$ cat src/rtl/ascii_decimal_multiplier_top_macros.svh
// Assertion macros for the RTL file that checks itself.
`ifndef ASCII_DECIMAL_MULTIPLIER_TOP_MACROS_SVH
`define ASCII_DECIMAL_MULTIPLIER_TOP_MACROS_SVH

`ifndef NO_ASSERTIONS
// Check a property on every rising clock edge outside reset.
`define ADM_ASSERT(label, prop, msg) \
  label: assert property (@(posedge clk_i) disable iff (!rst_ni) prop) \
    else $error(msg);
// Check that a consequent holds in the cycle of its antecedent.
`define ADM_ASSERT_IMPLY(label, ante, cons, msg) \
  `ADM_ASSERT(label, (ante) |-> (cons), msg)
// Check that a consequent holds in the cycle after its antecedent.
`define ADM_ASSERT_NEXT(label, ante, cons, msg) \
  `ADM_ASSERT(label, (ante) |=> (cons), msg)
`else
`define ADM_ASSERT(label, prop, msg)
`define ADM_ASSERT_IMPLY(label, ante, cons, msg)
`define ADM_ASSERT_NEXT(label, ante, cons, msg)
`endif

`endif

$ cat src/rtl/adm_pkg.sv
`default_nettype none

package adm_pkg;

  // Operand format
  localparam int DIGITS_IN_DEF      = 3;
  localparam int FIELDS_PER_OPERAND = 3;
  localparam int CHAR_W             = 8;
  localparam int DIGIT_CHAR_W       = 6;
  localparam logic [CHAR_W-1:0] CHAR_ZERO = 8'd48;
  localparam logic [CHAR_W-1:0] CHAR_NINE = 8'd57;

  // Divide by ten as multiply by reciprocal, exact for values below 2**22
  localparam int                     DIV_SHIFT   = 23;
  localparam int                     DIV_MAGIC_W = 20;
  localparam logic [DIV_MAGIC_W-1:0] DIV_MAGIC   = 20'd838861;

  // Microcode addresses
  typedef logic [2:0] upc_t;
  localparam upc_t STEP_WAIT  = 3'd0;
  localparam upc_t STEP_CHECK = 3'd1;
  localparam upc_t STEP_CONV  = 3'd2;
  localparam upc_t STEP_MUL   = 3'd3;
  localparam upc_t STEP_DIV   = 3'd4;
  localparam upc_t STEP_EMIT  = 3'd5;
  localparam upc_t STEP_ERR   = 3'd6;

  // Sequencer branch conditions
  typedef enum logic [2:0] {
    COND_NEXT,
    COND_IN,
    COND_BAD,
    COND_CONV,
    COND_DIV,
    COND_EMIT,
    COND_OUT,
    COND_JUMP
  } cond_e;

  typedef struct packed {
    logic  in_ready;
    logic  clr;
    logic  conv;
    logic  mul;
    logic  div;
    logic  emit;
    logic  err;
    cond_e cond;
    upc_t  target;
  } ucode_t;

  typedef struct packed {
    logic in_beat;
    logic bad;
    logic conv_more;
    logic quot_nz;
    logic out_load;
    logic emit_last;
  } status_t;

  // Control store: one word per step
  function automatic ucode_t ucode_rom(input upc_t pc);
    ucode_t w;
    w        = '0;
    w.cond   = COND_JUMP;
    w.target = STEP_WAIT;
    case (pc)
      STEP_WAIT: begin
        w.in_ready = 1'b1;
        w.cond     = COND_IN;
      end
      STEP_CHECK: begin
        w.clr    = 1'b1;
        w.cond   = COND_BAD;
        w.target = STEP_ERR;
      end
      STEP_CONV: begin
        w.conv   = 1'b1;
        w.cond   = COND_CONV;
        w.target = STEP_CONV;
      end
      STEP_MUL: begin
        w.mul  = 1'b1;
        w.cond = COND_NEXT;
      end
      STEP_DIV: begin
        w.div    = 1'b1;
        w.cond   = COND_DIV;
        w.target = STEP_DIV;
      end
      STEP_EMIT: begin
        w.emit   = 1'b1;
        w.cond   = COND_EMIT;
        w.target = STEP_WAIT;
      end
      STEP_ERR: begin
        w.err    = 1'b1;
        w.cond   = COND_OUT;
        w.target = STEP_WAIT;
      end
      default: ;
    endcase
    return w;
  endfunction

endpackage

`default_nettype wire

$ cat src/rtl/adm_seq.sv
`default_nettype none

module adm_seq (
  input  logic             clk_i,
  input  logic             rst_ni,
  input  adm_pkg::status_t status_i,
  output adm_pkg::ucode_t  ctrl_o
);
  import adm_pkg::*;

  upc_t   pc_q, pc_d;
  ucode_t word;

  // Fetch the control word of the current step
  assign word   = ucode_rom(pc_q);
  assign ctrl_o = word;

  // Pick the next step: advance, hold or branch
  always_comb begin
    pc_d = pc_q;
    case (word.cond)
      COND_NEXT: pc_d = pc_q + 3'd1;
      COND_IN:   if (status_i.in_beat) pc_d = pc_q + 3'd1;
      COND_BAD:  pc_d = status_i.bad ? word.target : pc_q + 3'd1;
      COND_CONV: pc_d = status_i.conv_more ? word.target : pc_q + 3'd1;
      COND_DIV:  pc_d = status_i.quot_nz ? word.target : pc_q + 3'd1;
      COND_EMIT: if (status_i.out_load && status_i.emit_last) pc_d = word.target;
      COND_OUT:  if (status_i.out_load) pc_d = word.target;
      COND_JUMP: pc_d = word.target;
      default:   pc_d = STEP_WAIT;
    endcase
  end

  always_ff @(posedge clk_i or negedge rst_ni) begin
    if (!rst_ni) begin
      pc_q <= STEP_WAIT;
    end else begin
      pc_q <= pc_d;
    end
  end

endmodule

`default_nettype wire

$ cat config.mk
export PLATFORM = sky130hd
export DESIGN_NAME = adm_seq
export DESIGN_NICKNAME = d
export VERILOG_FILES = /design/src/rtl/ascii_decimal_multiplier_top_macros.svh /design/src/rtl/adm_pkg.sv /design/src/rtl/adm_seq.sv
export SDC_FILE = /design/constraint.sdc
export NUM_CORES = 1
export LEC_CHECK = 0
export BUFFER_PORTS_ARGS = -buffer_cell sky130_fd_sc_hd__buf_4
export CAP_MARGIN = 20
export CORE_AREA = 2 2 39 41
export CTS_BUF_LIST = sky130_fd_sc_hd__clkbuf_2
export DETAILED_ROUTE_END_ITERATION = 12
export DIE_AREA = 0 0 41 43
export HOLD_SLACK_MARGIN = 0.05
export PLACE_DENSITY = 0.74
export SLEW_MARGIN = 25
export SYNTH_ARGS = -nofsm -noshare
export SYNTH_HDL_FRONTEND = slang
export SYNTH_SLANG_ARGS = --single-unit
export TNS_END_PERCENT = 20
$ cat constraint.sdc
create_clock -name clk_i -period 2.27 [get_ports clk_i]
set_input_delay 0.1135 -clock clk_i [delete_from_list [all_inputs] [get_ports clk_i]]
set_output_delay 0.1135 -clock clk_i [all_outputs]
set_load 0.02 [all_outputs]
# Yosys cells after proc, flatten, opt, wreduce, memory -nomap -nowiden
# Cells that the tools add are included.
[word_totals] reg_bits=3 in_bits=8 wordCells=38
[op_classes] add_sub_neg=1 n_eq_ne=16 mux=16 reduce_logical=4
[ops] op="$pmux 3 s8" n=1
[ops] op="$eq 3x3->1 const B" n=7
[ops] op="$pmux 3 s7" n=1
[ops] op="$mux 3" n=6
[ops] op="$eq 3x2->1 const B" n=4
[ops] op="$pmux 3 s3" n=1
[ops] op="$mux 1" n=7
[ops] op="$eq 3x1->1 const B" n=2
[ops] op="$logic_not 3->1" n=2
[ops] op="$ne 2x2->1 const B" n=3
[ops] op="$add 3x1->3 const B" n=1
[ops] op="$reduce_and 3->1" n=1
[ops] op="$logic_and 1x1->1" n=1

# Depth between registers and ports, before layout
[depth] depth_word=5 depth_mapped=9

# Worst setup path before layout
# Ideal clock, no wire load.
[synth_timing] path_type="reg2reg" startpoint="register pc_q[0]" endpoint="register pc_q[2]" setup_time_ns=0.125 t_arrival_ns=2.256 required_ns=2.145 path_slack_ns=-0.111 path_stages_with_launch=8 path_buffers=0 synth_period_minus_slack_ns=2.381 path_cell_list="dfrtp_1 > ha_1 > ha_1 > o41a_1 > inv_1 > nor4_2 > a211oi_2 > mux2_4"
[synth_rtl] element="start: declaration" line="adm_seq.sv:11" source="upc_t pc_q, pc_d;"
[synth_rtl] element="start signal: assignment" line="adm_seq.sv:38" source="pc_q <= pc_d;"

# Worst setup path after layout
[layout_timing] startpoint="register pc_q[0]" endpoint="register pc_q[2]"
[layout_via] elab_chain_cells=5
[layout_lines] element="$eq 3x3->1 (tied with other cells)" line="adm_pkg.sv:67" source="case (pc)"
[layout_lines] element="$pmux 3 s7" line="adm_pkg.sv:67"
[layout_lines] element="$eq 3x3->1 / $eq 3x1->1 (equally long branches)" line="adm_seq.sv:21" source="case (word.cond)"
[layout_lines] element="$ne 2x2->1 (no line)"
[layout_lines] element="$reduce_and 3->1 (no line)"
# Several ways; a longest one is shown, not always the timed one. The select of a mux whose other input is x is not followed.
# A chain may end at the register's enable or synchronous reset.

==> run_results.csv <==
group,metric,value,unit
outcome,outcome,"completed",
power,peakVddDrop,0.922,mV
sta,fin_tns_setup,0,ps
final_layout,seq_area,76.3,µm²
final_layout,final_nets,100,
global_route,antenna_found_initial,0,
sta,setup_viol,0,
sta,finClkSkew,8.86,ps
placed_design,gp_congestion,0.800,
yosys,synth_nets,72,
final_layout,largest_reg_flops,3,
drt,vias,529,
global_route,use_met3,1.57,%
die,pin_count,21,
setup_path,cp-end-kind,"register",
setup_path,path_class,"register to register",
placed_design,dpl_cell_area,689,µm²
global_route,use_met1,27.2,%
die,die_h,43,µm
clocking,clk_pin_slew,50,ps
global_route,grt_start_max_net_pins,12,
power,leakage,0.390,nW
final_layout,reg_top3,"pc_q (3)",
global_route,met2_usage,24.1,%
global_route,grt_pass1_vias,510,
yosys,synth_cell_type_count,35,
drt,drtAntennaViolNets,0,
sta,finalMaxSlewViolations,0,
placed_design,port_buffers,19,
final_layout,n_fill_cell,135,
clocking,cts-root-buf,"clkbuf_2",
global_route,grt_pass1_wl,2140,µm
die,start_util,36.3,%
drt,first_pass_iters,4,
drt,drtIter0Drc,6,
sta,timing.final.crit_share,94.7,%
yosys,synthCells,59,
yosys,synth_top_cell_by_area,"dfrtp_1",
clocking,h-tree-depth,1,
power,p_total,1.40,mW
die,row_count,14,
clocking,clock_latency,200,ps
global_route,grt.total_usage,17.4,%
drt,vias_per_cell,5.19,
yosys,synth_area,502,µm²
yosys,synth_edf_count,0,
yosys,synth_top_area_share,15.0,%
global_route,overflow,0,
clocking,numCtsBuffers,3,
sta,min_period,2150,ps
final_layout,diodes,0,
sta,fmax,465,MHz
final_layout,final_layout_size_suffix_gt1_share,47.7,%
yosys,yosys_warnings,0,
drt,detail_route.wirelength,1250,µm
clocking,clockBufferDepth,2,
setup_path,cp.required,2340,ps
power,power_density,1930,mW/mm²
placed_design,dpl.hpwl,1040,µm
die,dieArea,0.00176,mm²
hold_path,hold_path.class,"input port to async pin",
global_route,top_usage_layer,"met1",
final_layout,layout_common_cells,"24 x buf_4, 5 x inv_1, 4 x mux2i_1, 4 x clkbuf_2",
final_layout,mostFrequentLayoutCell,"buf_4",
final_layout,top_register,"pc_q",
sta,timing.hold.ws,232,ps
setup_path,startpoint_type,"register",
final_layout,multiInputGateArea,393,µm²
drt,wl_per_cell,12.2,µm
clocking,cts_sinks,3,
final_layout,area_delta_synth_final,44.6,%
yosys,ys_ff_latch,3,
setup_path,cp_max_fo,6,
yosys,avgSynthCellArea,8.50,µm²
clocking,cts_tree,"built",
die,die_w,41,µm
setup_path,r2r.worst_path.cells,7,
flow_run,maxCapViolations,0,
yosys,ys_seq_area_share,15.0,%
final_layout,stdcell_count,102,
drt,drcViolationCount,0,
yosys,synth_ff_type,"dfrtp_1",
yosys,netlist_top_cells_area,"dfrtp_1 15%, ha_1 12%, mux2i_1 8.0%, inv_1 4.5%, nor3_4 3.2%",
placed_design,placedCellCount,97,
die,core_area,0.00138,mm²
final_layout,design_area,726,µm²
yosys,synthArstFlopShare,100,%
sta,hold_viol_final,0,
setup_path,arrival,2220,ps
critical path, stage by stage, from the launching register on:
cell and delay [ps]:
dfrtp_2 450, ha_1 220, ha_2 210, nor3_1 340, nor3_4 80, xnor2_1 150
a211oi_2 250, mux2_4 330
cell families (layout without fill, tap and decap cells):
kind of cell	after synthesis	count (layout)	synth area share (%)
and+or+nand+nor	20	20	27.4
AOI/OAI and AO/OA	14	14	21.7
buffers and inverters	9	36	8.23
adders and majority gates	5	5	12.5
muxes	5	5	11.0
DFF	3	3	15.0
xor gates and xnor gates	2	2	3.49
other	1	1	0.747
layout make-up:
cell class              count  area share (%)
inverters                   7            3.62
flip-flops and latches      3            10.5
repair buffers             25            26.2
well taps                  16            2.76
clock buffers               4            2.76
multi-input cells          47            54.1
report_power, final:
group | total (mW) | switching, mW | internal (mW)
clock network | 0.0739 | 0.0274 | 0.0465
logic | 1.22 | 0.644 | 0.577
registers | 0.108 | 0.0237 | 0.0845
total | 1.40 | 0.695 | 0.708
through the flow:
step / setup WS (ps) / util, %
final: 121 / 52.4
after global routing: -0.451 / 52.4
after CTS: 37.1 / 52.0
after detailed placement: 65.1 / 49.8
after global placement: 128 / 49.8
after floorplan: 10.1 / -
worst paths after layout:
path / startpoint / endpoint / slack [ps]
max: pc_q[0] / pc_q[2] / 120
min: rst_ni / pc_q[0] / 230
max reg2reg: pc_q[0] / pc_q[2] / 120
min reg2reg: pc_q[1] / pc_q[1] / 630
max in group asynchronous: rst_ni / pc_q[2] / 1940
min in group clk_i: status_i[2] / pc_q[1] / 380
per-layer routing:
layer	wire length [µm]	share of wire (%)
met1	554	44
met2	628	50
met3	62	5.0
met4	0	0
met5	0	0
synth_stat cells, types with 2 or more instances:
cell	n
a21oi_1	2
and2_1	2
buf_4	2
dfrtp_1	3
ha_1	5
inv_1	6
mux2i_1	4
nand2_1	2
nor2_1	3
nor2b_1	2
o211ai_1	2
o21ai_0	2
or2_2	2
timing repair:
action	4_1_cts	5_1_grt
endpoints found under the setup margin	0	3
gates resized for setup	0	3
buffers inserted	0	0
endpoints found under the hold margin	3	0
hold buffers	1	0
Power figures use the tool's default switching activity.
